$ cat src/rtl/ccp_pkg.sv
// Shared types, widths and the push saturation helper for the capsule/circle push-out block.
// No dependencies; every other file imports this package.
`timescale 1ns / 1ps

package ccp_pkg;

    localparam int CW       = 24;            // coordinate width, Q15.8
    localparam int DW       = 16;            // direction width, Q1.14
    localparam int DIR_FRAC = 14;
    localparam int RW       = CW - 1;        // radius / length width
    localparam int RRW      = CW;            // summed radius width
    localparam int VW       = CW + 1;        // coordinate difference width
    localparam int PW       = VW + DW;       // one projection product
    localparam int LQW      = PW + 1;        // projection sum
    localparam int DEPW     = RRW + DIR_FRAC; // normal depth, Q.22
    localparam int D2W      = 2 * VW;        // squared distance
    localparam int ROOTW    = D2W / 2;       // integer square root
    localparam int SQRW     = ROOTW + 3;     // root remainder working width
    localparam int MMW      = DW + DEPW;     // normal push product
    localparam int NSHIFT   = 2 * DIR_FRAC;
    localparam int MQW      = MMW + 1 - NSHIFT; // rounded normal push magnitude
    localparam int DMW      = VW + RRW;      // radial push dividend
    localparam int DQW      = CW;            // radial quotient bits
    localparam int DRW      = DMW - DQW;     // divisor / remainder width
    localparam int SQ_STAGES = ROOTW;
    localparam int DV_STAGES = DQW;
    localparam int CFG_IW   = 3;

    typedef enum logic [CFG_IW-1:0] {
        CFG_START_X, CFG_START_Y, CFG_END_X, CFG_END_Y,
        CFG_DIR_X, CFG_DIR_Y, CFG_LENGTH, CFG_RADIUS
    } t_cfg_idx;

    typedef struct packed {
        logic [CW-1:0] start_x;
        logic [CW-1:0] start_y;
        logic [CW-1:0] end_x;
        logic [CW-1:0] end_y;
        logic [DW-1:0] dir_x;
        logic [DW-1:0] dir_y;
        logic [RW-1:0] len;
        logic [RW-1:0] rad;
    } t_cfg;

    // classified item handed from the front end to the back end
    typedef struct packed {
        logic            is_end;
        logic            sgn_x;
        logic            sgn_y;
        logic [VW-1:0]   ux;
        logic [VW-1:0]   uy;
        logic [RRW-1:0]  r;
        logic            mid_ov;
        logic            mid_negx;
        logic            mid_negy;
        logic [DW-1:0]   magx;
        logic [DW-1:0]   magy;
        logic [DEPW-1:0] depth;
    } t_job;

    // clamp a magnitude with sign into the signed coordinate range
    function automatic logic [CW-1:0] sat_push(input logic [MQW-1:0] mag, input logic neg);
        logic [MQW-1:0] lim;
        lim = MQW'(1) << (CW - 1);
        if (neg) begin
            if (mag >= lim) return {1'b1, {(CW-1){1'b0}}};
            return CW'(-mag);
        end
        if (mag >= lim) return {1'b0, {(CW-1){1'b1}}};
        return CW'(mag);
    endfunction

endpackage

$ cat src/rtl/ccp_queue.sv
// Two-word queue between front and back end; the back end drains one word a cycle.
// Depends on ccp_pkg.
`timescale 1ns / 1ps

module ccp_queue (
    input  logic          i_clk,
    input  logic          i_rst_n,
    input  logic          i_push,
    input  ccp_pkg::t_job i_job,
    output logic          o_full,
    output logic          o_valid,
    output ccp_pkg::t_job o_job
);
    import ccp_pkg::*;

    t_job       r_mem [0:1];
    logic       r_wp, r_rp;
    logic [1:0] r_cnt, n_cnt;
    logic       pop;

    assign pop = r_cnt != 2'd0;

    always_comb begin
        n_cnt = r_cnt;
        if (i_push && !pop) n_cnt = r_cnt + 2'd1;
        if (!i_push && pop) n_cnt = r_cnt - 2'd1;
    end

    always_ff @(posedge i_clk) begin
        if (!i_rst_n) begin
            r_wp  <= 1'b0;
            r_rp  <= 1'b0;
            r_cnt <= 2'd0;
        end else begin
            if (i_push) r_wp <= ~r_wp;
            if (pop) r_rp <= ~r_rp;
            r_cnt <= n_cnt;
        end
    end

    always_ff @(posedge i_clk) begin
        if (i_push) r_mem[r_wp] <= i_job;
    end

    assign o_full  = r_cnt == 2'd2;
    assign o_valid = pop;
    assign o_job   = r_mem[r_rp];

endmodule

$ cat config.mk
export PLATFORM = sky130hd
export DESIGN_NAME = ccp_queue
export DESIGN_NICKNAME = d
export VERILOG_FILES = /design/src/rtl/ccp_pkg.sv /design/src/rtl/ccp_queue.sv
export SDC_FILE = /design/constraint.sdc
export NUM_CORES = 1
export LEC_CHECK = 0
export ABC_AREA = 1
export BUFFER_PORTS_ARGS = -buffer_cell sky130_fd_sc_hd__buf_2
export CAP_MARGIN = 10
export CORE_MARGIN = 4
export CORE_UTILIZATION = 23
export CTS_BUF_LIST = sky130_fd_sc_hd__clkbuf_16
export DETAILED_ROUTE_END_ITERATION = 8
export PLACE_DENSITY = 0.41
export SLEW_MARGIN = 5
export SYNTH_ARGS = -nofsm -noshare
export SYNTH_HDL_FRONTEND = slang
export SYNTH_SLANG_ARGS = --single-unit
$ cat constraint.sdc
create_clock -name i_clk -period 8.4 [get_ports i_clk]
set_input_delay 1.68 -clock i_clk [delete_from_list [all_inputs] [get_ports i_clk]]
set_output_delay 1.68 -clock i_clk [all_outputs]
set_load 0.02 [all_outputs]
==> results of run 1 <==
## registers in the layout, indices dropped and copies added (netlist names), named ones only
signal  cells
r_cnt       2
r_mem     300
r_rp        1
r_wp        1
## through the flow
step                      std cells  utilization  instance area (sq um)
final                          1522        0.301                  14800
after floorplan                 500            -                  11500
after global placement         1457        0.280                  13700
after CTS                      1516        0.301                  14800
after global routing           1519        0.301                  14800
after detailed placement       1457        0.280                  13700
## layer usage
| layer | track usage | routed length (um) | up-vias |
|---|---|---|---|
| met5 | 0 | 42 | - |
| met4 | 0.0335 | 657 | 8 |
| met3 | 0.0418 | 2240 | 51 |
| met2 | 0.145 | 12000 | 187 |
| met1 | 0.110 | 10800 | 2829 |
| li1 | - | - | 2652 |
## synthesized netlist by cell type
master	instances
sky130_fd_sc_hd__buf_8	1
sky130_fd_sc_hd__nor2_1	8
sky130_fd_sc_hd__buf_2	5
sky130_fd_sc_hd__edfxtp_1	300
sky130_fd_sc_hd__mux2_2	50
sky130_fd_sc_hd__inv_1	6
sky130_fd_sc_hd__mux2_4	100
sky130_fd_sc_hd__nand4_1	1
sky130_fd_sc_hd__buf_6	11
sky130_fd_sc_hd__dfxtp_1	5
sky130_fd_sc_hd__a21oi_1	3
sky130_fd_sc_hd__ha_1	1
sky130_fd_sc_hd__o21ai_0	2
sky130_fd_sc_hd__nand2_1	7
## final cells by class
type	instances	area share
Sequential cell	305	0.616
Antenna cell	6	0.00102
Timing Repair Buffer	310	0.107
Clock inverter	22	0.00813
Tap cell	664	0.0562
Inverter	6	0.00186
Multi-Input combinational cell	172	0.147
Clock buffer	37	0.0626
## report_power, final
part / total [W] / internal (W) / switching [W] / leakage (nW)
combinational: 0.00105 / 0.000462 / 0.000584 / 2.25
clock: 0.00139 / 0.000818 / 0.000568 / 0.543
sequential: 0.00181 / 0.00177 / 0.0000400 / 2.86
## cells by family after synthesis
family | share of synthesized area
and+or+nand+nor | 0.00546
AOI/OAI and AO/OA | 0.00218
DFF | 0.795
muxes | 0.180
buffers and inverters | 0.0163
adders and majority gates | 0.00109
## worst max path at each step
stage / cells past startpoint / end / slack (ps) / start
2_1_floorplan: 2 / r_mem[0][0] / 2340 / i_push
3_5_place_dp: 4 / o_job[138] / 4200 / flip-flop
4_1_cts: 4 / o_job[138] / 3610 / flip-flop
5_1_grt: 4 / o_job[143] / 3520 / flip-flop
6_report: 4 / o_job[138] / 3730 / flip-flop
3_3_place_gp: 4 / o_job[124] / 4210 / flip-flop
==> metrics.txt, run 1 <==
# TYPE chip_impl_metric gauge
chip_impl_metric{name="number_of_antenna_violations_at_the_first_check_in_global_routing",unit=""} 9
chip_impl_metric{name="floorplan.die.width",unit="um"} 231
chip_impl_metric{name="number_of_global_route_vias_before_repair",unit=""} 6001
chip_impl_metric{name="gr-total-overflow",unit=""} 0
chip_impl_metric{name="synthToLayoutAreaGrowth",unit="%"} 29.0
chip_impl_metric{name="cellLeakagePower",unit="nW"} 5.65
chip_impl_metric{name="yosys.area.top_type_share",unit=""} 0.786
chip_impl_info{name="run_status",value="finished, final reports clean"} 1
chip_impl_metric{name="relSlewSlack",unit=""} 0.358
chip_impl_metric{name="timing.fmax",unit="MHz"} 214
chip_impl_metric{name="total_power",unit="W"} 0.00424
chip_impl_metric{name="route.antenna.remaining_nets",unit=""} 0
chip_impl_metric{name="tritoncts.num_buffers",unit=""} 35
chip_impl_metric{name="worst_r2r_path_depth",unit=""} 3
chip_impl_metric{name="sequential_cell_area",unit="sq um"} 9110
chip_impl_metric{name="wl_per_cell",unit="um"} 16.9
chip_impl_info{name="synth.largest_area_cell",value="sky130_fd_sc_hd__edfxtp_1"} 1
chip_impl_metric{name="final_layout_size_suffix_gt1_frac",unit=""} 0.593
chip_impl_metric{name="cts_hold_buffers_added",unit=""} 0
chip_impl_metric{name="power_density",unit="nW/um^2"} 287
chip_impl_metric{name="cts_max_path_buffers",unit=""} 3
chip_impl_info{name="worst_path_dominant_cell_family",value="buffers and inverters"} 1
chip_impl_metric{name="grt_max_degree",unit=""} 148
chip_impl_metric{name="drv.max_cap_violation_count",unit=""} 0
chip_impl_metric{name="dp.final_hpwl",unit="um"} 16900
chip_impl_metric{name="die-height",unit="um"} 231
chip_impl_info{name="clock-root-buffer",value="sky130_fd_sc_hd__clkbuf_16"} 1
chip_impl_metric{name="clock-skew-final",unit="ps"} 6.45
chip_impl_metric{name="drv_slew",unit=""} 0
chip_impl_metric{name="cts_repair_resize_count",unit=""} 0
chip_impl_info{name="layout_commonest_cell",value="sky130_fd_sc_hd__buf_2"} 1
chip_impl_info{name="synth.top_cells.by_area",value="sky130_fd_sc_hd__edfxtp_1 79%, sky130_fd_sc_hd__mux2_4 13%, sky130_fd_sc_hd__mux2_2 4.9%"} 1
chip_impl_metric{name="io_buffers",unit=""} 304
chip_impl_metric{name="report.final.hold_viol_count",unit=""} 0
chip_impl_metric{name="synth_cells",unit=""} 500
chip_impl_metric{name="final_min_period_over_clock_period",unit=""} 0.556
chip_impl_metric{name="critical_path_arrival",unit="ps"} 2990
chip_impl_metric{name="io-pin-count",unit=""} 305
chip_impl_info{name="worstReg2RegEnd",value="r_mem[1][103]"} 1
chip_impl_metric{name="worst-path-buf-inv",unit=""} 3
chip_impl_metric{name="grt_util_all_layers",unit=""} 0.0913
chip_impl_metric{name="clk-insertion-delay-late",unit="ps"} 520
chip_impl_metric{name="r2r_setup_slack",unit="ps"} 6330
chip_impl_metric{name="remaining_drc_errors",unit=""} 0
chip_impl_metric{name="finalHoldWorstSlack",unit="ps"} 437
chip_impl_info{name="timing.critical_path.cells",value="buf_4 > buf_4 > mux2_4 > buf_2"} 1
chip_impl_metric{name="syn_area",unit="sq um"} 11500
chip_impl_metric{name="drt_wl_total",unit="um"} 25700
chip_impl_metric{name="ir_worst_vdd",unit="mV"} 0.140
chip_impl_metric{name="die_footprint",unit="sq um"} 53500
chip_impl_metric{name="cts-htree-levels",unit=""} 2
chip_impl_metric{name="core.rowCount",unit=""} 81
chip_impl_metric{name="min_path_cells",unit=""} 1
chip_impl_metric{name="vias_per_cell",unit=""} 3.76
chip_impl_metric{name="final_nets",unit=""} 984
chip_impl_info{name="setup.worst_path.start_class",value="flip-flop"} 1
chip_impl_info{name="critPathSlowestCell",value="sky130_fd_sc_hd__buf_4"} 1
chip_impl_metric{name="vias",unit=""} 5727
chip_impl_metric{name="cts_num_sinks",unit=""} 305
chip_impl_info{name="hold_class",value="flip-flop to flip-flop"} 1
chip_impl_metric{name="worst_slack",unit="ps"} 3730
chip_impl_info{name="grt_setup_unrepaired",value="no"} 1
chip_impl_metric{name="grt_first_pass_wirelength",unit="um"} 36900
chip_impl_metric{name="fillers",unit=""} 4947
chip_impl_metric{name="multi_input_area",unit="sq um"} 2170
chip_impl_info{name="critical_path_class",value="flip-flop to primary output"} 1
chip_impl_metric{name="post-place-ws",unit="ps"} 4200
chip_impl_metric{name="synth.distinct_cells",unit=""} 14
chip_impl_metric{name="first_iter_violations",unit=""} 247
chip_impl_metric{name="place_congestion",unit=""} 0.705
chip_impl_metric{name="synth-seq-area-share",unit=""} 0.795
chip_impl_info{name="worstHoldStart",value="r_rp"} 1
chip_impl_info{name="layout.cells.most_common_list",value="304 x sky130_fd_sc_hd__buf_2, 300 x sky130_fd_sc_hd__edfxtp_1, 100 x sky130_fd_sc_hd__mux2_4"} 1
chip_impl_info{name="r2r_start",value="r_wp"} 1
chip_impl_metric{name="setup-violations-final",unit=""} 0
chip_impl_metric{name="yosysWarnings",unit=""} 0
chip_impl_metric{name="synth-seq-cells",unit=""} 305
chip_impl_metric{name="finalSetupTns",unit="ps"} 0
chip_impl_metric{name="timing.critical_path.fanout_max",unit=""} 39
chip_impl_metric{name="total_nets_after_synthesis",unit=""} 654
chip_impl_metric{name="core-area",unit="sq um"} 49100
chip_impl_metric{name="max_stage_delay",unit="ps"} 680
chip_impl_metric{name="cts.clk_slew.worst_paths",unit="ps"} 50
chip_impl_metric{name="floorplan.initialDensity",unit=""} 0.234
chip_impl_metric{name="syn_avg_cell_area",unit="sq um"} 22.9
chip_impl_metric{name="max_slew.worst_pin.slew",unit="ps"} 964
chip_impl_info{name="clock_tree_from_tritoncts",value="done"} 1
chip_impl_info{name="path_common_cell",value="sky130_fd_sc_hd__buf_4"} 1
chip_impl_metric{name="data_required_time_at_the_worst_endpoint",unit="ps"} 6720
chip_impl_metric{name="cts_setup_buffers",unit=""} 0
chip_impl_metric{name="final.min_clock_period",unit="ps"} 4670
chip_impl_metric{name="drt_pass1_iterations",unit=""} 4
chip_impl_info{name="end_kind",value="primary output"} 1
Power figures use the tool's default switching activity.
==> run 2: changes to the inputs <==
--- a/config.mk
+++ b/config.mk
@@ -12,7 +12,7 @@
 export CORE_UTILIZATION = 23
 export CTS_BUF_LIST = sky130_fd_sc_hd__clkbuf_16
 export DETAILED_ROUTE_END_ITERATION = 8
-export PLACE_DENSITY = 0.41
+export PLACE_DENSITY = 0.39
 export SLEW_MARGIN = 5
 export SYNTH_ARGS = -nofsm -noshare
 export SYNTH_HDL_FRONTEND = slang
==> constraint.sdc (replaced) <==
create_clock -name i_clk -period 4.4 [get_ports i_clk]
set_input_delay 0.88 -clock i_clk [delete_from_list [all_inputs] [get_ports i_clk]]
set_output_delay 0.88 -clock i_clk [all_outputs]
set_load 0.02 [all_outputs]
==> run 2 against run 1 <==
  * Final area up 1.8%
  * First-iteration DRC count down 5.7%
  * Die area is the same
  * Largest power group unchanged
==> metrics.txt, run 2 (synthesized netlist as in run 1, its figures left out) <==
# TYPE chip_impl_metric gauge
chip_impl_metric{name="cts_max_path_buffers",unit=""} 3
chip_impl_metric{name="core-area",unit="sq um"} 49100
chip_impl_metric{name="cts-htree-levels",unit=""} 2
chip_impl_metric{name="remaining_drc_errors",unit=""} 0
chip_impl_metric{name="clock-skew-final",unit="ps"} 8.77
chip_impl_metric{name="final.min_clock_period",unit="ps"} 3170
chip_impl_info{name="clock-root-buffer",value="sky130_fd_sc_hd__clkbuf_16"} 1
chip_impl_info{name="worst_path_dominant_cell_family",value="flip-flops"} 1
chip_impl_metric{name="vias",unit=""} 5686
chip_impl_metric{name="setup-violations-final",unit=""} 0
chip_impl_metric{name="grt_first_pass_wirelength",unit="um"} 39200
chip_impl_metric{name="relSlewSlack",unit=""} 0.485
chip_impl_metric{name="report.final.hold_viol_count",unit=""} 0
chip_impl_metric{name="pwr-share-seq",unit=""} 0.412
chip_impl_metric{name="io_buffers",unit=""} 304
chip_impl_metric{name="final_layout_size_suffix_gt1_frac",unit=""} 0.599
chip_impl_metric{name="drt_wl_total",unit="um"} 27000
chip_impl_metric{name="tritoncts.num_buffers",unit=""} 38
chip_impl_metric{name="core.rowCount",unit=""} 81
chip_impl_metric{name="io-pin-count",unit=""} 305
chip_impl_metric{name="cts_hold_buffers_added",unit=""} 0
chip_impl_metric{name="die_footprint",unit="sq um"} 53500
chip_impl_metric{name="share_clk_of_total_power",unit=""} 0.348
chip_impl_metric{name="first_iter_violations",unit=""} 233
chip_impl_info{name="grt_setup_unrepaired",value="no"} 1
chip_impl_metric{name="dp.final_hpwl",unit="um"} 18000
chip_impl_metric{name="total_switching_power",unit="W"} 0.00239
chip_impl_metric{name="finalSetupTns",unit="ps"} 0
chip_impl_info{name="layout_commonest_cell",value="sky130_fd_sc_hd__buf_2"} 1
chip_impl_metric{name="comb_power_share",unit=""} 0.239
chip_impl_info{name="clock_tree_from_tritoncts",value="done"} 1
chip_impl_metric{name="floorplan.initialDensity",unit=""} 0.234
chip_impl_metric{name="data_required_time_at_the_worst_endpoint",unit="ps"} 3520
chip_impl_metric{name="gr-total-overflow",unit=""} 0
chip_impl_info{name="end_kind",value="primary output"} 1
chip_impl_metric{name="floorplan.die.width",unit="um"} 231
chip_impl_info{name="timing.critical_path.cells",value="buf_4 > mux2_4 > buf_2"} 1
chip_impl_metric{name="largest_register_ff_count",unit=""} 300
chip_impl_metric{name="grt_max_degree",unit=""} 72
chip_impl_info{name="critical_path_class",value="flip-flop to primary output"} 1
chip_impl_metric{name="route.antenna.remaining_nets",unit=""} 0
chip_impl_metric{name="final_min_period_over_clock_period",unit=""} 0.721
chip_impl_metric{name="drt_pass1_iterations",unit=""} 4
chip_impl_metric{name="cellLeakagePower",unit="nW"} 5.77
chip_impl_info{name="critPathSlowestCell",value="sky130_fd_sc_hd__dfxtp_4"} 1
chip_impl_metric{name="drv.max_cap_violation_count",unit=""} 0
chip_impl_metric{name="cts_setup_buffers",unit=""} 0
chip_impl_metric{name="fillers",unit=""} 4958
chip_impl_metric{name="vias_per_cell",unit=""} 3.71
chip_impl_metric{name="ir_worst_vdd",unit="mV"} 0.254
chip_impl_metric{name="number_of_global_route_vias_before_repair",unit=""} 6186
chip_impl_metric{name="swShare",unit=""} 0.281
chip_impl_metric{name="max_stage_delay",unit="ps"} 830
chip_impl_metric{name="post-route-util",unit=""} 0.307
chip_impl_metric{name="power_density",unit="nW/um^2"} 564
chip_impl_metric{name="internal_portion_of_total_power",unit="W"} 0.00609
chip_impl_metric{name="grt_util_all_layers",unit=""} 0.0972
chip_impl_metric{name="wl_per_cell",unit="um"} 17.6
chip_impl_metric{name="cts.clk_slew.worst_paths",unit="ps"} 60
chip_impl_metric{name="die-height",unit="um"} 231
chip_impl_metric{name="number_of_antenna_violations_at_the_first_check_in_global_routing",unit=""} 4
chip_impl_info{name="run_status",value="finished, final reports clean"} 1
chip_impl_info{name="layout.cells.most_common_list",value="304 x sky130_fd_sc_hd__buf_2, 300 x sky130_fd_sc_hd__edfxtp_1, 100 x sky130_fd_sc_hd__mux2_4"} 1
chip_impl_metric{name="drv_slew",unit=""} 0
chip_impl_metric{name="max_slew.worst_pin.slew",unit="ps"} 773
chip_impl_metric{name="clk-insertion-delay-late",unit="ps"} 520
chip_impl_metric{name="timing.critical_path.fanout_max",unit=""} 36
chip_impl_metric{name="cts_num_sinks",unit=""} 305
chip_impl_metric{name="worst-path-buf-inv",unit=""} 2
chip_impl_info{name="largest_register",value="r_mem"} 1
chip_impl_metric{name="timing.fmax",unit="MHz"} 315
chip_impl_info{name="setup.worst_path.start_class",value="flip-flop"} 1
chip_impl_metric{name="synthToLayoutAreaGrowth",unit="%"} 31.3
chip_impl_metric{name="critical_path_arrival",unit="ps"} 2290
chip_impl_metric{name="final_nets",unit=""} 992
chip_impl_info{name="largestRegisters",value="r_mem: 300 flops, r_cnt: 2 flops"} 1
chip_impl_info{name="hold_class",value="flip-flop to flip-flop"} 1
chip_impl_metric{name="cts_repair_resize_count",unit=""} 0
chip_impl_metric{name="place_congestion",unit=""} 0.714
-- run 2: changes by cell type in the layout (fill, tap and decap cells not counted), moves of 3 or more --
| cell | delta |
|---|---|
| sky130_fd_sc_hd__inv_1 | -3 |
| sky130_fd_sc_hd__diode_2 | -4 |
| sky130_fd_sc_hd__buf_12 | +6 |
| sky130_fd_sc_hd__clkinv_1 | +3 |
| sky130_fd_sc_hd__clkbuf_16 | +4 |
-- run 2: routing by layer --
metal | wire length, um | global-route usage | vias to the layer above | part of all wire
li1 | - | - | 2662 | -
met1 | 11400 | 0.120 | 2787 | 0.42
met2 | 12600 | 0.156 | 187 | 0.47
met3 | 2330 | 0.0418 | 44 | 0.086
met4 | 561 | 0.0284 | 6 | 0.021
met5 | 41 | 0 | - | 0.0015
-- run 2: path summary, 6_finish.rpt --
path | start | endpoint | slack (ps) | depth (start not counted)
worst min register to register | r_rp | flip-flop | 440 | 1
worst max register to register | r_wp | r_mem[1][68] | 2550 | 3
worst min-delay path | r_rp | flip-flop | 440 | 1
worst max-delay path | flip-flop | o_job[70] | 1230 | 3
-- run 2: power by group through the flow --
stage	Sequential (W)	Combinational, W	Clock (W)
after floorplan	0.00348	0.00152	0
after global placement	0.00357	0.00208	0
after detailed placement	0.00357	0.00208	0
after CTS	0.00351	0.00209	0.00309
after global routing	0.00352	0.00217	0.00322
final	0.00350	0.00203	0.00296
-- run 2: through the flow --
step / total power, W / setup slack [ps] / std cells / area, sq um / hold WS [ps]
after global placement: 0.00564 / 1710 / 1462 / 13800 / 429
final: 0.00848 / 1230 / 1532 / 15000 / 442
after floorplan: 0.00501 / 42.7 / 500 / 11500 / 425
after detailed placement: 0.00565 / 1680 / 1462 / 13800 / 435
after CTS: 0.00869 / 1090 / 1530 / 15000 / 444
after global routing: 0.00891 / 1060 / 1530 / 15000 / 476
-- run 2: area by class of cell --
| cell class | instances | area (sq um) | area share |
|---|---|---|---|
| well taps | 664 | 831 | 0.0552 |
| flip-flops and latches | 305 | 9110 | 0.606 |
| clock inverters | 27 | 179 | 0.0119 |
| multi-input cells | 172 | 2170 | 0.144 |
| clock buffers | 41 | 1030 | 0.0682 |
| repair buffers | 315 | 1690 | 0.112 |
| diodes | 2 | 5.00 | 0.000333 |
| inverters | 6 | 27.5 | 0.00183 |
==> run 3: changes to the inputs <==
==> constraint.sdc (replaced) <==
create_clock -name i_clk -period 3 [get_ports i_clk]
set_input_delay 0.6 -clock i_clk [delete_from_list [all_inputs] [get_ports i_clk]]
set_output_delay 0.6 -clock i_clk [all_outputs]
set_load 0.02 [all_outputs]
==> run 3 against run 2 <==
  * Cell count decreased by 0.33%
  * Hold slack got worse by 190 ps
  * Largest power group unchanged
  * Wire length decreased by 1.5%
  * Clock power increased by 41%
  * Critical endpoint is now o_job[33]
==> metrics.txt, run 3 (synthesized netlist as in run 1, its figures left out) <==
# TYPE chip_impl_metric gauge
chip_impl_metric{name="die_footprint",unit="sq um"} 53500
chip_impl_info{name="grt-busiest-layer",value="met2"} 1
chip_impl_metric{name="cts_setup_buffers",unit=""} 0
chip_impl_metric{name="final_min_period_over_clock_period",unit=""} 0.866
chip_impl_metric{name="route.antenna.remaining_nets",unit=""} 0
chip_impl_metric{name="synthToLayoutAreaGrowth",unit="%"} 31.2
chip_impl_info{name="worstHoldStart",value="i_job[22]"} 1
chip_impl_metric{name="drt_pass1_iterations",unit=""} 4
chip_impl_info{name="clock-root-buffer",value="sky130_fd_sc_hd__clkbuf_16"} 1
chip_impl_metric{name="finalHoldWorstSlack",unit="ps"} 252
chip_impl_metric{name="grt_first_pass_wirelength",unit="um"} 38800
chip_impl_metric{name="wl_per_cell",unit="um"} 17.4
chip_impl_metric{name="timing.critical_path.fanout_max",unit=""} 82
chip_impl_metric{name="min_path_cells",unit=""} 1
chip_impl_metric{name="r2r_setup_slack",unit="ps"} 1340
chip_impl_metric{name="drt_wl_total",unit="um"} 26600
chip_impl_metric{name="worst-path-buf-inv",unit=""} 2
chip_impl_metric{name="max_stage_delay",unit="ps"} 470
chip_impl_metric{name="clock-skew-final",unit="ps"} 20.6
chip_impl_metric{name="first_iter_violations",unit=""} 228
chip_impl_metric{name="final_layout_size_suffix_gt1_frac",unit=""} 0.604
chip_impl_metric{name="io-pin-count",unit=""} 305
chip_impl_metric{name="max_slew.worst_pin.slew",unit="ps"} 666
chip_impl_info{name="layout_commonest_cell",value="sky130_fd_sc_hd__buf_2"} 1
chip_impl_metric{name="cts.clk_slew.worst_paths",unit="ps"} 60
chip_impl_metric{name="cts_max_path_buffers",unit=""} 3
chip_impl_metric{name="report.final.hold_viol_count",unit=""} 0
chip_impl_metric{name="timing.fmax",unit="MHz"} 385
chip_impl_info{name="largest_register",value="r_mem"} 1
chip_impl_info{name="largestRegisters",value="r_mem: 300 flops, r_cnt: 2 flops"} 1
chip_impl_metric{name="cellLeakagePower",unit="nW"} 5.76
chip_impl_metric{name="grt.met1_usage",unit=""} 0.115
chip_impl_metric{name="power_density",unit="nW/um^2"} 813
chip_impl_info{name="critPathSlowestCell",value="sky130_fd_sc_hd__buf_12"} 1
chip_impl_metric{name="setup-violations-final",unit=""} 0
chip_impl_metric{name="place_congestion",unit=""} 0.687
chip_impl_metric{name="cts_repair_resize_count",unit=""} 0
chip_impl_metric{name="critical_path_arrival",unit="ps"} 2000
chip_impl_metric{name="largest_register_ff_count",unit=""} 300
chip_impl_info{name="layout.cells.most_common_list",value="304 x sky130_fd_sc_hd__buf_2, 300 x sky130_fd_sc_hd__edfxtp_1, 100 x sky130_fd_sc_hd__mux2_4"} 1
chip_impl_metric{name="final.min_clock_period",unit="ps"} 2600
chip_impl_metric{name="drv.max_cap_violation_count",unit=""} 0
chip_impl_info{name="setup.worst_path.start_class",value="flip-flop"} 1
chip_impl_metric{name="number_of_global_route_vias_before_repair",unit=""} 6143
chip_impl_metric{name="grt_util_all_layers",unit=""} 0.0967
chip_impl_info{name="run_status",value="finished, final reports clean"} 1
chip_impl_metric{name="floorplan.initialDensity",unit=""} 0.234
chip_impl_metric{name="cts_num_sinks",unit=""} 305
chip_impl_metric{name="core-area",unit="sq um"} 49100
chip_impl_info{name="worstReg2RegEnd",value="r_mem[1][66]"} 1
chip_impl_metric{name="relSlewSlack",unit=""} 0.556
chip_impl_info{name="clock_tree_from_tritoncts",value="done"} 1
chip_impl_metric{name="vias",unit=""} 5745
chip_impl_info{name="grt_setup_unrepaired",value="no"} 1
chip_impl_metric{name="global_route.usage.met2",unit=""} 0.157
chip_impl_metric{name="post-route-util",unit=""} 0.306
chip_impl_metric{name="grt_max_degree",unit=""} 90
chip_impl_info{name="end_kind",value="primary output"} 1
chip_impl_info{name="hold_class",value="primary input to flip-flop"} 1
chip_impl_metric{name="crit_cells",unit=""} 3
chip_impl_metric{name="globalRouteMet3Util",unit=""} 0.0428
chip_impl_metric{name="total_power",unit="W"} 0.0122
chip_impl_metric{name="drv_slew",unit=""} 0
chip_impl_metric{name="io_buffers",unit=""} 304
chip_impl_metric{name="worst_r2r_path_depth",unit=""} 3
chip_impl_info{name="r2r_start",value="r_wp"} 1
chip_impl_metric{name="fillers",unit=""} 4937
chip_impl_info{name="critical_path_class",value="flip-flop to primary output"} 1
chip_impl_metric{name="vias_per_cell",unit=""} 3.76
chip_impl_metric{name="cts-htree-levels",unit=""} 2
chip_impl_metric{name="ir_worst_vdd",unit="mV"} 0.513
chip_impl_metric{name="remaining_drc_errors",unit=""} 0
chip_impl_info{name="min_to",value="r_mem[0][22]"} 1
chip_impl_metric{name="final_nets",unit=""} 991
chip_impl_metric{name="number_of_antenna_violations_at_the_first_check_in_global_routing",unit=""} 4
chip_impl_metric{name="tritoncts.num_buffers",unit=""} 37
chip_impl_metric{name="dp.final_hpwl",unit="um"} 17700
chip_impl_metric{name="die-height",unit="um"} 231
chip_impl_metric{name="data_required_time_at_the_worst_endpoint",unit="ps"} 2400
chip_impl_info{name="timing.critical_path.cells",value="buf_12 > mux2_2 > buf_2"} 1
chip_impl_metric{name="floorplan.die.width",unit="um"} 231
chip_impl_metric{name="cts_hold_buffers_added",unit=""} 0
chip_impl_metric{name="clk-insertion-delay-late",unit="ps"} 530
chip_impl_metric{name="gr-total-overflow",unit=""} 0
chip_impl_info{name="worst_path_dominant_cell_family",value="buffers and inverters"} 1
chip_impl_metric{name="core.rowCount",unit=""} 81
==> run 3: area by class of cell <==
class | count | area, sq um | share of cell area
tap | 664 | 831 | 0.0553
sequential | 305 | 9110 | 0.606
multi-input combinational | 172 | 2190 | 0.146
antenna | 1 | 2.50 | 0.000166
timing repair buffer | 315 | 1720 | 0.114
clock buffer | 39 | 976 | 0.0649
inverter | 6 | 38.8 | 0.00258
clock inverter | 25 | 169 | 0.0112
==> run 3: how the worst max path moves through the flow <==
stage	startpoint	to	slack (ps)
2_1_floorplan	i_push	r_mem[1][0]	-250
3_3_place_gp	i_push	r_mem[1][69]	860
3_5_place_dp	i_push	r_mem[1][69]	840
4_1_cts	flip-flop	o_job[33]	310
5_1_grt	flip-flop	o_job[33]	270
6_report	flip-flop	o_job[33]	400
==> run 3: worst register-to-register path, stage by stage, from the launching register on <==
cell                         delay, ps
sky130_fd_sc_hd__dfxtp_1           390
sky130_fd_sc_hd__nand2_8           100
sky130_fd_sc_hd__clkinvlp_4        470
sky130_fd_sc_hd__buf_4             430
==> run 3: layer usage <==
layer / wire (um) / share of wire
met1: 10800 / 0.41
met2: 12700 / 0.48
met3: 2260 / 0.085
met4: 742 / 0.028
met5: 22 / 0.00083
==> run 3: power by group <==
group	total [W]	internal [W]	switching, W
clock network	0.00417	0.00251	0.00166
registers	0.00503	0.00496	0.0000668
logic	0.00304	0.00133	0.00171
==> run 3: metrics by stage <==
stage | TNS (ps) | instances | area (sq um) | setup WS (ps)
6_report | 0 | 1527 | 15000 | 401
2_1_floorplan | -75600 | 500 | 11500 | -254
4_1_cts | 0 | 1526 | 15000 | 309
5_1_grt | 0 | 1526 | 15000 | 273
3_5_place_dp | 0 | 1462 | 13900 | 835
3_3_place_gp | 0 | 1462 | 13900 | 862
